## config.mk

```make
export PLATFORM = sky130hd
export DESIGN_NAME = integer_to_ascii_formatter_unit
export DESIGN_NICKNAME = d
export VERILOG_FILES = /design/src/rtl/itoaf_pkg.sv /design/src/rtl/itoaf_front.sv /design/src/rtl/itoaf_fifo.sv /design/src/rtl/itoaf_back.sv /design/src/rtl/integer_to_ascii_formatter_unit.sv
export SDC_FILE = /design/constraint.sdc
export NUM_CORES = 1
export LEC_CHECK = 0
export BUFFER_PORTS_ARGS = -buffer_cell sky130_fd_sc_hd__buf_2
export CAP_MARGIN = 20
export CORE_ASPECT_RATIO = 0.6
export CORE_MARGIN = 2
export CORE_UTILIZATION = 50
export CTS_CLUSTER_DIAMETER = 60
export DETAILED_ROUTE_END_ITERATION = 10
export HOLD_SLACK_MARGIN = 0.05
export PLACE_DENSITY = 0.75
export SLEW_MARGIN = 15
export SYNTH_ARGS = -nofsm -noshare
export SYNTH_HDL_FRONTEND = slang
export SYNTH_SLANG_ARGS = --single-unit
```

## constraint.sdc

```tcl
create_clock -name clk -period 19.4 [get_ports clk]
set_input_delay 5.82 -clock clk [delete_from_list [all_inputs] [get_ports clk]]
set_output_delay 5.82 -clock clk [all_outputs]
set_load 0.03 [all_outputs]
```

## src/rtl/itoaf_pkg.sv

```systemverilog
`timescale 1ns / 1ps
`default_nettype none

package itoaf_pkg;

	localparam int CMD_W   = 2;
	localparam int VALUE_W = 64;
	localparam int HEX_W   = 32;
	localparam int CHAR_W  = 8;
	localparam int COUNT_W = 5;
	localparam int DIGIT_W = 4;

	localparam int MAX_DIGITS_DEF  = 20;
	localparam int QUEUE_DEPTH_DEF = 2;

	typedef enum logic [CMD_W-1:0] {
		CMD_DEC       = 2'd0,
		CMD_HEX_LOWER = 2'd1,
		CMD_HEX_UPPER = 2'd2,
		CMD_POINTER   = 2'd3
	} cmd_t;

	typedef enum logic [1:0] {
		PFX_NONE  = 2'd0,
		PFX_MINUS = 2'd1,
		PFX_HEX   = 2'd2
	} prefix_t;

	// One classified request, as handed from the front to the back
	typedef struct packed {
		prefix_t              prefix;
		logic                 is_hex;
		logic                 upper;
		logic [VALUE_W-1:0]   magnitude;
	} job_t;

endpackage

`default_nettype wire

```

## src/rtl/itoaf_front.sv

```systemverilog
`timescale 1ns / 1ps
`default_nettype none

module itoaf_front (
	input  logic                           req_valid,
	output logic                           req_ready,
	input  logic [itoaf_pkg::CMD_W-1:0]    command,
	input  logic [itoaf_pkg::VALUE_W-1:0]  value,
	output logic                           push,
	output itoaf_pkg::job_t                push_job,
	input  logic                           full
);
	import itoaf_pkg::*;

	cmd_t cmd;

	assign cmd       = cmd_t'(command);
	assign req_ready = !full;
	assign push      = req_valid && !full;

	// Pick prefix, radix and magnitude for the request
	always_comb begin
		push_job.prefix    = PFX_NONE;
		push_job.is_hex    = 1'b1;
		push_job.upper     = 1'b0;
		push_job.magnitude = value;
		case (cmd)
			CMD_DEC: begin
				push_job.is_hex = 1'b0;
				if (value[VALUE_W-1]) begin
					push_job.prefix    = PFX_MINUS;
					push_job.magnitude = (~value) + {{(VALUE_W-1){1'b0}}, 1'b1};
				end
			end
			CMD_HEX_LOWER: begin
				push_job.magnitude = {{(VALUE_W-HEX_W){1'b0}}, value[HEX_W-1:0]};
			end
			CMD_HEX_UPPER: begin
				push_job.upper     = 1'b1;
				push_job.magnitude = {{(VALUE_W-HEX_W){1'b0}}, value[HEX_W-1:0]};
			end
			CMD_POINTER: begin
				push_job.prefix = PFX_HEX;
			end
			default: begin
				push_job.prefix = PFX_NONE;
			end
		endcase
	end

endmodule

`default_nettype wire

```

## src/rtl/itoaf_fifo.sv

```systemverilog
`timescale 1ns / 1ps
`default_nettype none

module itoaf_fifo #(
	parameter int DEPTH = itoaf_pkg::QUEUE_DEPTH_DEF
) (
	input  logic             clk,
	input  logic             arst_n,
	input  logic             push,
	input  itoaf_pkg::job_t  push_job,
	output logic             full,
	input  logic             pop,
	output itoaf_pkg::job_t  pop_job,
	output logic             empty
);
	import itoaf_pkg::*;

	localparam int PTR_W = $clog2(DEPTH);
	localparam int CNT_W = $clog2(DEPTH + 1);

	job_t             entry_q [DEPTH];
	logic [PTR_W-1:0] wr_ptr_q;
	logic [PTR_W-1:0] rd_ptr_q;
	logic [CNT_W-1:0] count_q;
	logic             do_push;
	logic             do_pop;

	function automatic logic [PTR_W-1:0] next_ptr(input logic [PTR_W-1:0] p);
		return (p == PTR_W'(DEPTH - 1)) ? '0 : p + PTR_W'(1);
	endfunction

	assign full    = (count_q == CNT_W'(DEPTH));
	assign empty   = (count_q == '0);
	assign do_push = push && !full;
	assign do_pop  = pop && !empty;
	assign pop_job = entry_q[rd_ptr_q];

	always_ff @(posedge clk or negedge arst_n) begin
		if (!arst_n) begin
			wr_ptr_q <= '0;
			rd_ptr_q <= '0;
			count_q  <= '0;
		end else begin
			if (do_push) begin
				wr_ptr_q <= next_ptr(wr_ptr_q);
			end
			if (do_pop) begin
				rd_ptr_q <= next_ptr(rd_ptr_q);
			end
			case ({do_push, do_pop})
				2'b10: count_q <= count_q + CNT_W'(1);
				2'b01: count_q <= count_q - CNT_W'(1);
				default: count_q <= count_q;
			endcase
		end
	end

	always_ff @(posedge clk) begin
		if (do_push) begin
			entry_q[wr_ptr_q] <= push_job;
		end
	end

endmodule

`default_nettype wire

```

## src/rtl/itoaf_back.sv

```systemverilog
`timescale 1ns / 1ps
`default_nettype none

module itoaf_back #(
	parameter int MAX_DIGITS = itoaf_pkg::MAX_DIGITS_DEF
) (
	input  logic                           clk,
	input  logic                           arst_n,
	input  logic                           empty,
	output logic                           pop,
	input  itoaf_pkg::job_t                pop_job,
	output logic                           chr_valid,
	input  logic                           chr_ready,
	output logic [itoaf_pkg::CHAR_W-1:0]   character,
	output logic                           last,
	output logic [itoaf_pkg::COUNT_W-1:0]  char_count
);
	import itoaf_pkg::*;

	localparam int BCD_W      = MAX_DIGITS * DIGIT_W;
	localparam int IDX_W      = $clog2(MAX_DIGITS);
	localparam int STEPS      = 2;
	localparam int ITERS      = VALUE_W / STEPS;
	localparam int ITER_W     = $clog2(ITERS);
	localparam int WORD_W     = BCD_W + VALUE_W;

	localparam logic [CHAR_W-1:0] ASC_ZERO    = 8'h30;
	localparam logic [CHAR_W-1:0] ASC_LOWER_A = 8'h61;
	localparam logic [CHAR_W-1:0] ASC_UPPER_A = 8'h41;
	localparam logic [CHAR_W-1:0] ASC_MINUS   = 8'h2d;
	localparam logic [CHAR_W-1:0] ASC_LOWER_X = 8'h78;
	localparam logic [CHAR_W-1:0] TEN         = 8'd10;

	typedef enum logic [1:0] {
		ST_IDLE,
		ST_CONVERT,
		ST_PREFIX,
		ST_DIGITS
	} state_t;

	state_t              state_q;
	logic [ITER_W-1:0]   iter_q;
	logic [IDX_W-1:0]    idx_q;
	logic                leading_q;
	logic                pfx_second_q;
	logic [COUNT_W-1:0]  run_cnt_q;
	logic                chr_valid_q;
	logic [CHAR_W-1:0]   char_q;
	logic                last_q;
	logic [COUNT_W-1:0]  char_count_q;

	logic [BCD_W-1:0]    digits_q;
	logic [VALUE_W-1:0]  bin_q;
	prefix_t             prefix_q;
	logic                upper_q;

	logic                out_free;
	logic [DIGIT_W-1:0]  cur_digit;
	logic                skip;
	logic                shift_dig;
	logic                emit;
	logic [CHAR_W-1:0]   dig_char;
	logic [WORD_W-1:0]   conv_word;

	// One shift-and-add-3 step over all decimal digits
	function automatic logic [WORD_W-1:0] dabble(input logic [WORD_W-1:0] w);
		logic [WORD_W-1:0] r;
		r = w;
		for (int i = 0; i < MAX_DIGITS; i++) begin
			if (r[VALUE_W + i*DIGIT_W +: DIGIT_W] >= DIGIT_W'(5)) begin
				r[VALUE_W + i*DIGIT_W +: DIGIT_W] =
					r[VALUE_W + i*DIGIT_W +: DIGIT_W] + DIGIT_W'(3);
			end
		end
		return {r[WORD_W-2:0], 1'b0};
	endfunction

	assign out_free  = !chr_valid_q || chr_ready;
	assign cur_digit = digits_q[BCD_W-1 -: DIGIT_W];
	assign skip      = leading_q && (cur_digit == '0) && (idx_q != '0);
	assign pop       = (state_q == ST_IDLE) && !empty;
	assign shift_dig = (state_q == ST_DIGITS) && out_free;
	assign conv_word = dabble(dabble({digits_q, bin_q}));
	assign emit      = out_free
		&& (((state_q == ST_PREFIX) && (prefix_q == PFX_MINUS || prefix_q == PFX_HEX))
		|| ((state_q == ST_DIGITS) && !skip));

	always_comb begin
		if ({{(CHAR_W-DIGIT_W){1'b0}}, cur_digit} < TEN) begin
			dig_char = ASC_ZERO + {{(CHAR_W-DIGIT_W){1'b0}}, cur_digit};
		end else begin
			dig_char = (upper_q ? ASC_UPPER_A : ASC_LOWER_A)
				+ {{(CHAR_W-DIGIT_W){1'b0}}, cur_digit} - TEN;
		end
	end

	// Digit store and job data
	always_ff @(posedge clk) begin
		if (pop) begin
			prefix_q <= pop_job.prefix;
			upper_q  <= pop_job.upper;
			bin_q    <= pop_job.magnitude;
			if (pop_job.is_hex) begin
				digits_q <= {{(BCD_W-VALUE_W){1'b0}}, pop_job.magnitude};
			end else begin
				digits_q <= '0;
			end
		end else if (state_q == ST_CONVERT) begin
			{digits_q, bin_q} <= conv_word;
		end else if (shift_dig) begin
			digits_q <= {digits_q[BCD_W-DIGIT_W-1:0], {DIGIT_W{1'b0}}};
		end
	end

	always_ff @(posedge clk or negedge arst_n) begin
		if (!arst_n) begin
			state_q      <= ST_IDLE;
			iter_q       <= '0;
			idx_q        <= '0;
			leading_q    <= 1'b1;
			pfx_second_q <= 1'b0;
			run_cnt_q    <= '0;
			chr_valid_q  <= 1'b0;
			char_q       <= '0;
			last_q       <= 1'b0;
			char_count_q <= '0;
		end else begin
			if (emit) begin
				chr_valid_q <= 1'b1;
			end else if (chr_ready) begin
				chr_valid_q <= 1'b0;
			end
			case (state_q)
				ST_IDLE: begin
					if (pop) begin
						iter_q       <= '0;
						idx_q        <= IDX_W'(MAX_DIGITS - 1);
						leading_q    <= 1'b1;
						pfx_second_q <= 1'b0;
						run_cnt_q    <= '0;
						state_q      <= pop_job.is_hex ? ST_PREFIX : ST_CONVERT;
					end
				end
				ST_CONVERT: begin
					iter_q <= iter_q + ITER_W'(1);
					if (iter_q == ITER_W'(ITERS - 1)) begin
						state_q <= ST_PREFIX;
					end
				end
				ST_PREFIX: begin
					if (prefix_q == PFX_MINUS || prefix_q == PFX_HEX) begin
						if (out_free) begin
							last_q       <= 1'b0;
							run_cnt_q    <= run_cnt_q + COUNT_W'(1);
							char_count_q <= run_cnt_q + COUNT_W'(1);
							if (prefix_q == PFX_MINUS) begin
								char_q  <= ASC_MINUS;
								state_q <= ST_DIGITS;
							end else if (!pfx_second_q) begin
								char_q       <= ASC_ZERO;
								pfx_second_q <= 1'b1;
							end else begin
								char_q  <= ASC_LOWER_X;
								state_q <= ST_DIGITS;
							end
						end
					end else begin
						state_q <= ST_DIGITS;
					end
				end
				ST_DIGITS: begin
					if (out_free) begin
						if (skip) begin
							idx_q <= idx_q - IDX_W'(1);
						end else begin
							char_q       <= dig_char;
							last_q       <= (idx_q == '0);
							run_cnt_q    <= run_cnt_q + COUNT_W'(1);
							char_count_q <= run_cnt_q + COUNT_W'(1);
							leading_q    <= 1'b0;
							if (idx_q == '0) begin
								state_q <= ST_IDLE;
							end else begin
								idx_q <= idx_q - IDX_W'(1);
							end
						end
					end
				end
				default: begin
					state_q <= ST_IDLE;
				end
			endcase
		end
	end

	assign chr_valid  = chr_valid_q;
	assign character  = char_q;
	assign last       = last_q;
	assign char_count = char_count_q;

endmodule

`default_nettype wire

```

## src/rtl/integer_to_ascii_formatter_unit.sv

```systemverilog
`timescale 1ns / 1ps
`default_nettype none

// Channel   Handshake              Payload
// -------   ---------------------  -----------------------------------------
// request   req_valid / req_ready  command[1:0], value[63:0]
// result    chr_valid / chr_ready  character[7:0], last, char_count[4:0]
//
// A decimal request is popped, then converted (two shift-add-3 steps per
// cycle over the 64-bit magnitude), then the prefix state, then one scan
// cycle per digit position while the result channel is free; a hex or pointer
// request skips the conversion. The digit scan sets the tail of every item.
// Reset clears the queue and the converter state; no clearing pass is needed.
// A stall on the result channel freezes the scan; requests keep being taken
// until the queue holds QUEUE_DEPTH of them.

module integer_to_ascii_formatter_unit #(
	parameter int MAX_DIGITS  = itoaf_pkg::MAX_DIGITS_DEF,
	parameter int QUEUE_DEPTH = itoaf_pkg::QUEUE_DEPTH_DEF
) (
	input  logic                           clk,
	input  logic                           arst_n,
	input  logic                           req_valid,
	output logic                           req_ready,
	input  logic [itoaf_pkg::CMD_W-1:0]    command,
	input  logic [itoaf_pkg::VALUE_W-1:0]  value,
	output logic                           chr_valid,
	input  logic                           chr_ready,
	output logic [itoaf_pkg::CHAR_W-1:0]   character,
	output logic                           last,
	output logic [itoaf_pkg::COUNT_W-1:0]  char_count
);
	import itoaf_pkg::*;

	logic  push;
	logic  full;
	logic  pop;
	logic  empty;
	job_t  push_job;
	job_t  pop_job;

	// Front: classify each request into prefix, radix and magnitude
	itoaf_front u_front (
		.req_valid (req_valid),
		.req_ready (req_ready),
		.command   (command),
		.value     (value),
		.push      (push),
		.push_job  (push_job),
		.full      (full)
	);

	// Queue: hold classified requests so the front need not wait on the scan until the queue is full
	itoaf_fifo #(
		.DEPTH (QUEUE_DEPTH)
	) u_fifo (
		.clk      (clk),
		.arst_n   (arst_n),
		.push     (push),
		.push_job (push_job),
		.full     (full),
		.pop      (pop),
		.pop_job  (pop_job),
		.empty    (empty)
	);

	// Back: convert to digits, then emit prefix and digits one per result
	itoaf_back #(
		.MAX_DIGITS (MAX_DIGITS)
	) u_back (
		.clk        (clk),
		.arst_n     (arst_n),
		.empty      (empty),
		.pop        (pop),
		.pop_job    (pop_job),
		.chr_valid  (chr_valid),
		.chr_ready  (chr_ready),
		.character  (character),
		.last       (last),
		.char_count (char_count)
	);

endmodule

`default_nettype wire

```

; ---- Yosys cells after proc, flatten, opt, wreduce, memory -nomap -nowiden
; Memory sizes are Yosys's and may differ from the RTL's.
; Cells that the tools add are included.
[totals]
n_memories = 1
ram_bits = 136
regBits = 185
out_inout_bits = 16
[mem_list]
columns = name, depth, word_bits, rd, rd_clocked_by_memory_dff, write_ports, line_no
row1 = u_fifo.entry_q, 2, 68, 1, 0, 1, itoaf_fifo.sv:21  ; job_t entry_q [DEPTH];
[op_classes]
bitwise = 1
n_lt_le_gt_ge = 41
muxes = 106
reduce_logical = 40
eq_ne = 23
n_addsub = 51
[ops]
columns = op, count
row1 = 2-to-1 mux 64 bit, 4
row2 = 2-to-1 mux 80 bit, 3
row3 = >= comparator 4 x 3 -> 1 bit (second input constant), 40
row4 = adder 4 x 2 -> 4 bit (second input constant), 38
row5 = 2-to-1 mux 4 bit, 38
row6 = one-hot mux 64 bit (2 select lines), 1
row7 = adder 64 x 1 -> 64 bit (second input constant), 1
row8 = NOT 64 bit, 1
row9 = 2-to-1 mux 8 bit, 6
row10 = 2-to-1 mux 5 bit, 9
row11 = one-hot mux 5 bit (2 select lines), 3
row12 = 2-to-1 mux 1 bit, 20
row13 = 2-to-1 mux 2 bit, 10
row14 = one-hot mux 8 bit (2 select lines), 1
row15 = one-hot mux 5 bit (3 select lines), 1
row16 = == test 2 bit (second input constant), 7
row17 = nonzero test 2 bit, 7
row18 = != test 2 bit (second input constant), 6
row19 = adder 5 x 1 -> 5 bit (second input constant), 2
row20 = logical AND 1 bit, 10
row21 = AND reduction 5 bit, 2
row22 = adder 7 x 4 -> 8 bit, 1
row23 = == test 2 x 1 -> 1 bit (second input constant), 4
row24 = one-hot mux 2 bit (2 select lines), 2
row25 = other kinds (29), 45

; ---- Longest topological paths before layout
; Gate-level depths: netlist of the first run.
[logic_depth]
ltp_word = 8
depth_mapped = 11
depth_no_buf = 11

; ---- By module
; From an unflattened synthesis of the first run, not the netlist that was laid out.
[unflattened]
hier_cells = 2000
area_unflattened_um2 = 19740.2
[modules_own_cells]
columns = mod, area_each_um2, cells_per_inst, n_inst, seq_area_each_um2
row1 = itoaf_back, 12141.6, 1361, 1, 5241.3
row2 = itoaf_fifo, 5143.7, 230, 1, 4184.0
row3 = itoaf_front, 2454.9, 409, 1, 0.0

; ---- Least setup slack after synthesis of the first run
; No wires, ideal clock.
[synth_timing]
path_kind = input to register
startpoint = in chr_ready
endpoint = reg u_back.digits_q[0] (enable)
slack_ns = 7.261
cell_stages = 2
path_buffers = 0
required_ns = 18.771
arrival_time_ns = 11.510
cell_sequence = nor2b_1 o21ai_0
[synth_between]
elab_chain_len = 3
[synth_rtl]
columns = item, line_no
row1 = start: declaration, integer_to_ascii_formatter_unit.sv:28  ; input logic chr_ready,
row2 = logical OR 1 bit, itoaf_back.sv:78  ; assign out_free = !chr_valid_q || chr_ready;
row3 = logical AND 1 bit, itoaf_back.sv:82  ; assign shift_dig = (state_q == ST_DIGITS) && out_free;
row4 = nonzero test 3 bit (no source line), --
row5 = end signal: assignment, itoaf_back.sv:104  ; digits_q <= {{(BCD_W-VALUE_W){1'b0}}, pop_job.magnitude};
row6 = end signal: assignment, itoaf_back.sv:109  ; {digits_q, bin_q} <= conv_word;
row7 = end signal: assignment, itoaf_back.sv:111  ; digits_q <= {digits_q[BCD_W-DIGIT_W-1:0], {DIGIT_W{1'b0}}};
row8 = end: declaration, itoaf_back.sv:52  ; logic [BCD_W-1:0] digits_q;
; Every way passes these cells.
; A chain may end at the register's enable or synchronous reset.

==> results of run 1 <==
[worst max path at each step]
| stage | start | end | cells past startpoint |
|---|---|---|---|
| after global routing | value[12] | u_fifo.entry_q[0][55] | 7 |
| after global placement | value[12] | u_fifo.entry_q[0][55] | 6 |
| final | value[12] | u_fifo.entry_q[0][55] | 7 |
| after detailed placement | value[12] | u_fifo.entry_q[1][55] | 7 |
| after CTS | value[12] | u_fifo.entry_q[1][55] | 7 |
| after floorplan | chr_ready | u_back.digits_q[0] | 2 |
[final cells by class]
| cell class | count | share of cell area |
|---|---|---|
| Sequential cell | 320 | 0.433 |
| Clock buffer | 44 | 0.0413 |
| Clock inverter | 17 | 0.00736 |
| Inverter | 87 | 0.0150 |
| Timing Repair Buffer | 103 | 0.0277 |
| Tap cell | 522 | 0.0300 |
| Multi-Input combinational cell | 1506 | 0.446 |
[cell usage after synthesis (all sizes together), types with 7 or more instances]
cell / count
a211oi: 32
a21boi: 9
a21o: 13
a21oi: 109
a221oi: 13
a2bb2oi: 9
a31o: 15
a31oi: 40
a41oi: 12
and2: 19
and3: 14
buf: 23
clkbuf: 79
dfrtp: 36
edfxtp: 283
ha: 63
inv: 86
mux2: 22
mux2i: 108
nand2: 200
nand2b: 40
nand3: 72
nand3b: 7
nand4: 13
nor2: 139
nor2b: 19
nor3: 49
nor3b: 19
nor4: 16
o2111ai: 11
o211ai: 45
o21a: 14
o21ai: 188
o31ai: 37
or3: 30
or4: 11
xnor2: 26
[registers in the layout, summed over array words and instances, names as in the netlist]
name	flops
u_back.chr_valid	1
u_fifo.entry_q	136
u_back.pfx_second_q	1
u_fifo.count_q	2
u_back.last	1
u_fifo.rd_ptr_q	1
u_back.leading_q	1
u_back.digits_q	80
u_back.state_q	2
u_fifo.wr_ptr_q	1
u_back.bin_q	64
u_back.run_cnt_q	5
u_back.character	7
u_back.char_count	5
u_back.iter_q	5
u_back.prefix_q	2
u_back.upper_q	1
u_back.idx_q	5
[cell families (layout without fill, tap and decap cells)]
kind of cell	after synthesis	in the layout	synth area share
buffers and inverters	189	251	0.0364
AO/OA/AOI/OAI	616	616	0.203
other	1	1	0.000189
multiplexers	130	130	0.0671
AND/OR/NAND/NOR	665	665	0.164
flip-flops	320	320	0.476
adder cells (fa/ha/maj)	63	63	0.0398
XOR/XNOR	31	31	0.0137
[report_power, final]
group | total, mW | switching, mW | internal [mW]
clock network | 0.622 | 0.277 | 0.346
registers | 1.40 | 0.215 | 1.19
logic | 2.09 | 1.34 | 0.750
[critical path: stages]
cell and delay, ns:
buf_2 0.12, nor4_1 0.55, nand4_1 0.72, nor2_1 0.84, buf_6 0.24, a31oi_1 0.09
nor4_1 0.41
[stage by stage]
step	instances	setup slack, ns
floorplan	2015	7.26
global placement	2535	10.40
detailed placement	2536	10.38
CTS	2597	10.97
global route	2599	10.65
finish	2599	10.91
[layer usage]
metal	wire, µm	vias up
met3	5030	85
met4	843	0
met5	0	-
met1	24400	7729
met2	20200	902
li1	-	7750
==> out/metrics.yaml, run 1 <==
status: "completed"
slew_headroom: 0.332
final_layout_size_suffix_gt1_frac: 0.104
cts_setup_buffers: 0
std_cell_rows: 56
final_cell_mix: "edfxtp_1 (283), nand2_1 (200), o21ai_0 (183)"
leakage_nw: 8.21
p_per_area_nw_per_um2: 189
regArea_um2: 9430
path_clk_slew_ns: 0.06
grt_start_max_net_pins: 179
worstMarginPinSlew_ns: 1.00
drc: 0
ys_async_sr_fraction: 0.116
yosysWarnings: 0
routed_wirelength_um: 50500
cp-start-kind: "primary input"
diodes: 0
synth_area_per_cell_um2: 9.83
htreeDepth: 2
holdWs_ns: 0.459
first_iter_violations: 2372
finalHoldViolations: 0
hold_start: "u_back.character[1]"
via_per_inst: 6.34
ant_nets: 0
finalNetCount: 2185
r2r-end: "u_back.bin_q[42]"
io_buffers: 84
cp.arrival_ns: 8.80
antenna_found_initial: 0
dieArea_um2: 41300
syn2layout_area_growth_pct: 9.93
slew_violations: 0
postPlaceCellArea_um2: 20700
min_to: "u_back.character[1]"
synth_edf_count: 283
period_needed_ns: 8.49
ys_top_cells_by_area: "edfxtp_1 (43%), mux2i_1 (5.5%), o21ai_0 (4.6%)"
hold_class: "register to register"
hold_buffers: 0
r2r_setup_slack_ns: 16.27
max_freq_ghz: 0.118
numCtsBuffers: 34
vias: 16500
synth_ff_type: "edfxtp_1"
synth_area_um2: 19800
crit_type: "primary input to register"
place_congestion: 0.967
irDropWorstVdd_mv: 0.0952
grtUsageMet2: 0.337
synth.distinct_cells: 75
final.fill_count: 3270
setup_viol: 0
final_common_cell: "edfxtp_1"
holdPathStages: 2
met3_usage: 0.0379
clock_sinks: 320
root_buffer: "clkbuf_16"
cts.path.max_buffers: 3
skew_ns: 0.0309
clk_latency_ns: 0.54
multi_input_area_um2: 9700
dp_hpwl_um: 35100
rsz0062_at_grt: "false"
rr_worst_depth: 9
final_core_util: 0.558
fin_area_um2: 21800
post_drt_wl_per_cell_um: 19.4
first_global_vias: 14700
path_max_fanout: 17
grt_busiest_layer: "met1"
cts_tree: "yes"
power_mw: 4.11
syn-num-nets: 2148
required_ns: 19.70
tns_ns: 0
die_width_um: 261
core-area_um2: 39000
start_util: 0.507
drv_cap: 0
syn_inst: 2015
min_period_over_period: 0.438
endpoint_kind: "register"
synth_top_cell_by_area: "edfxtp_1"
pin_count: 86
grt_pass1_wl_um: 79400
first_pass_iters: 5
die-height_um: 158
postCtsResizedCells: 0
ys_ff_latch: 320
yosysTopAreaCellShare: 0.429
r2r-start: "u_back.state_q[0]"
yosysSeqAreaShare: 0.476
grt_use_met1: 0.387
overflow: 0
grt_usage: 0.242
(Power assumes the default switching activity.)
==> run 2: changes to the inputs <==
Clock period 19.4 ns to 8.15 ns, I/O delays scaled along.
==> run 2 against run 1 <==
  * Worst hold slack improved by 0.0027 ns
  * Final area increased by 0.34%
  * Clock power increased to 2.6 times the previous value
  * Count of clock-buffer cells in the layout increased by 3
  * Largest power group unchanged
  * Register-to-register slack got worse by 11 ns
  * Die area unchanged
  * Critical endpoint is now u_fifo.entry_q[1][54]
  * Setup slack got worse by 7.7 ns
==> out/metrics.yaml, run 2 (synthesis gave the netlist of run 1 again) <==
first_pass_iters: 6  # was 5
place_congestion: 0.973  # was 0.967
clk_latency_ns: 0.53  # was 0.54 ns
path_clk_slew_ns: 0.06  # about the same
grt_start_max_net_pins: 170  # was 179
required_ns: 8.42  # was 19.70 ns
syn2layout_area_growth_pct: 10.3  # was 9.93%
regMostFlops: "u_fifo.entry_q"  # unchanged
postCtsResizedCells: 0  # unchanged
hold_buffers: 0  # unchanged
hold_class: "register to register"  # unchanged
setup_ws_ns: 3.18  # was 10.91 ns
final_cell_mix: "edfxtp_1 (283), nand2_1 (200), o21ai_0 (183)"  # unchanged
ant_nets: 0  # unchanged
via_per_inst: 6.34  # about the same
power_mw: 9.91  # was 4.11 mW
hold_start: "u_back.character[1]"  # unchanged
startpoint: "value[0]"  # was value[12]
antenna_found_initial: 0  # unchanged
leakage_nw: 8.26  # was 8.21 nW
pin_count: 86  # unchanged
vias: 16500  # about the same
slew_headroom: 0.311  # was 0.332
dp_slack_ns: 2.80  # was 10.38 ns
first_iter_violations: 2472  # was 2372
rsz0062_at_grt: "false"  # unchanged
final_common_cell: "edfxtp_1"  # unchanged
largest_register_ffs: 136  # unchanged
numCtsBuffers: 35  # was 34
cp-start-kind: "primary input"  # unchanged
min_period_over_period: 0.609
overflow: 0  # unchanged
std_cell_rows: 56  # unchanged
postPlaceCellArea_um2: 20700  # about the same
io_buffers: 84  # unchanged
irDropWorstVdd_mv: 0.285  # was 0.0952 mV
reg_top3: "u_fifo.entry_q: 136 flops, u_back.digits_q: 80 flops, u_back.bin_q: 64 flops"  # unchanged
finalNetCount: 2184  # was 2185
post_drt_wl_per_cell_um: 19.5  # was 19.4 µm
p_per_area_nw_per_um2: 454  # was 189 nW/µm²
rr_worst_depth: 9  # unchanged
max_freq_ghz: 0.201
tns_ns: 0  # unchanged
status: "completed"  # unchanged
die-height_um: 158  # unchanged
cp.arrival_ns: 5.24  # was 8.80 ns
path_max_fanout: 13  # was 17
clock_sinks: 320  # unchanged
skew_ns: 0.0188  # was 0.0309 ns
setup_viol: 0  # unchanged
start_util: 0.507  # unchanged
worstMarginPinSlew_ns: 1.03  # was 1.00 ns
r2r_setup_slack_ns: 4.78  # was 16.27 ns
diodes: 0  # unchanged
holdWs_ns: 0.462  # was 0.459 ns
htreeDepth: 2  # unchanged
finalHoldViolations: 0  # unchanged
r2r-start: "u_back.state_q[1]"  # was u_back.state_q[0]
routed_wirelength_um: 50800  # was 50500 µm
final_layout_size_suffix_gt1_frac: 0.105  # was 0.104
cts_tree: "yes"  # unchanged
dp_hpwl_um: 35400  # was 35100 µm
cp-endpoint: "u_fifo.entry_q[1][54]"  # was u_fifo.entry_q[0][55]
cts_setup_buffers: 0  # unchanged
endpoint_kind: "register"  # unchanged
crit_type: "primary input to register"  # unchanged
die_width_um: 261  # unchanged
root_buffer: "clkbuf_16"  # unchanged
final.fill_count: 3269  # was 3270
core-area_um2: 39000  # unchanged
period_needed_ns: 4.97
cts.path.max_buffers: 3  # unchanged
grt_usage: 0.239  # was 0.242
slew_violations: 0  # unchanged
first_global_vias: 14500  # was 14.7k
grt_pass1_wl_um: 78500  # was 79400 µm
drv_cap: 0  # unchanged
r2r-end: "u_back.digits_q[42]"  # was u_back.bin_q[42]
fin_area_um2: 21800  # about the same
dieArea_um2: 41300  # unchanged
drc: 0  # unchanged
-- run 2: layer usage --
metal  GRT usage  part of all wire  wire, µm
met5           0                 0         0
met4      0.0522             0.014       701
met3      0.0391             0.094      4780
met2       0.334              0.41     20700
met1       0.383              0.48     24600
-- run 2: area by class of cell --
| type | instances | area [µm²] | share of cell area |
|---|---|---|---|
| inverter | 87 | 327 | 0.0149 |
| tap | 522 | 653 | 0.0299 |
| sequential | 320 | 9430 | 0.432 |
| clock inverter | 16 | 178 | 0.00813 |
| clock buffer | 47 | 995 | 0.0455 |
| timing repair buffer | 101 | 561 | 0.0257 |
| multi-input combinational | 1506 | 9700 | 0.444 |
-- run 2: how the worst min path moves through the flow --
stage                     depth (start not counted)                   to  slack, ns
after floorplan                                   1  u_back.character[5]       0.46
after global placement                            2  u_back.character[1]       0.45
after detailed placement                          2  u_back.character[1]       0.45
after CTS                                         2  u_back.character[1]       0.47
after global routing                              2  u_back.character[0]       0.50
final                                             2  u_back.character[1]       0.46
-- run 2: stage by stage --
stage                      util  cells
after CTS                 0.560   2599
final                     0.560   2599
after floorplan               -   2015
after global placement    0.530   2536
after detailed placement  0.530   2536
after global routing      0.560   2599
-- run 2: worst max-delay path, stage by stage --
cell and delay [ns]:
buf_2 0.12, inv_1 0.08, ha_1 0.24, nor4b_1 0.50
nand3_1 0.59, nor3_1 0.72, a21oi_1 0.14, a211oi_1 0.40
-- run 2: report_power, final --
| group | switching, mW | internal, mW |
|---|---|---|
| Clock | 0.656 | 0.962 |
| Combinational | 3.17 | 1.77 |
| Sequential | 0.528 | 2.83 |
| Total | 4.35 | 5.56 |
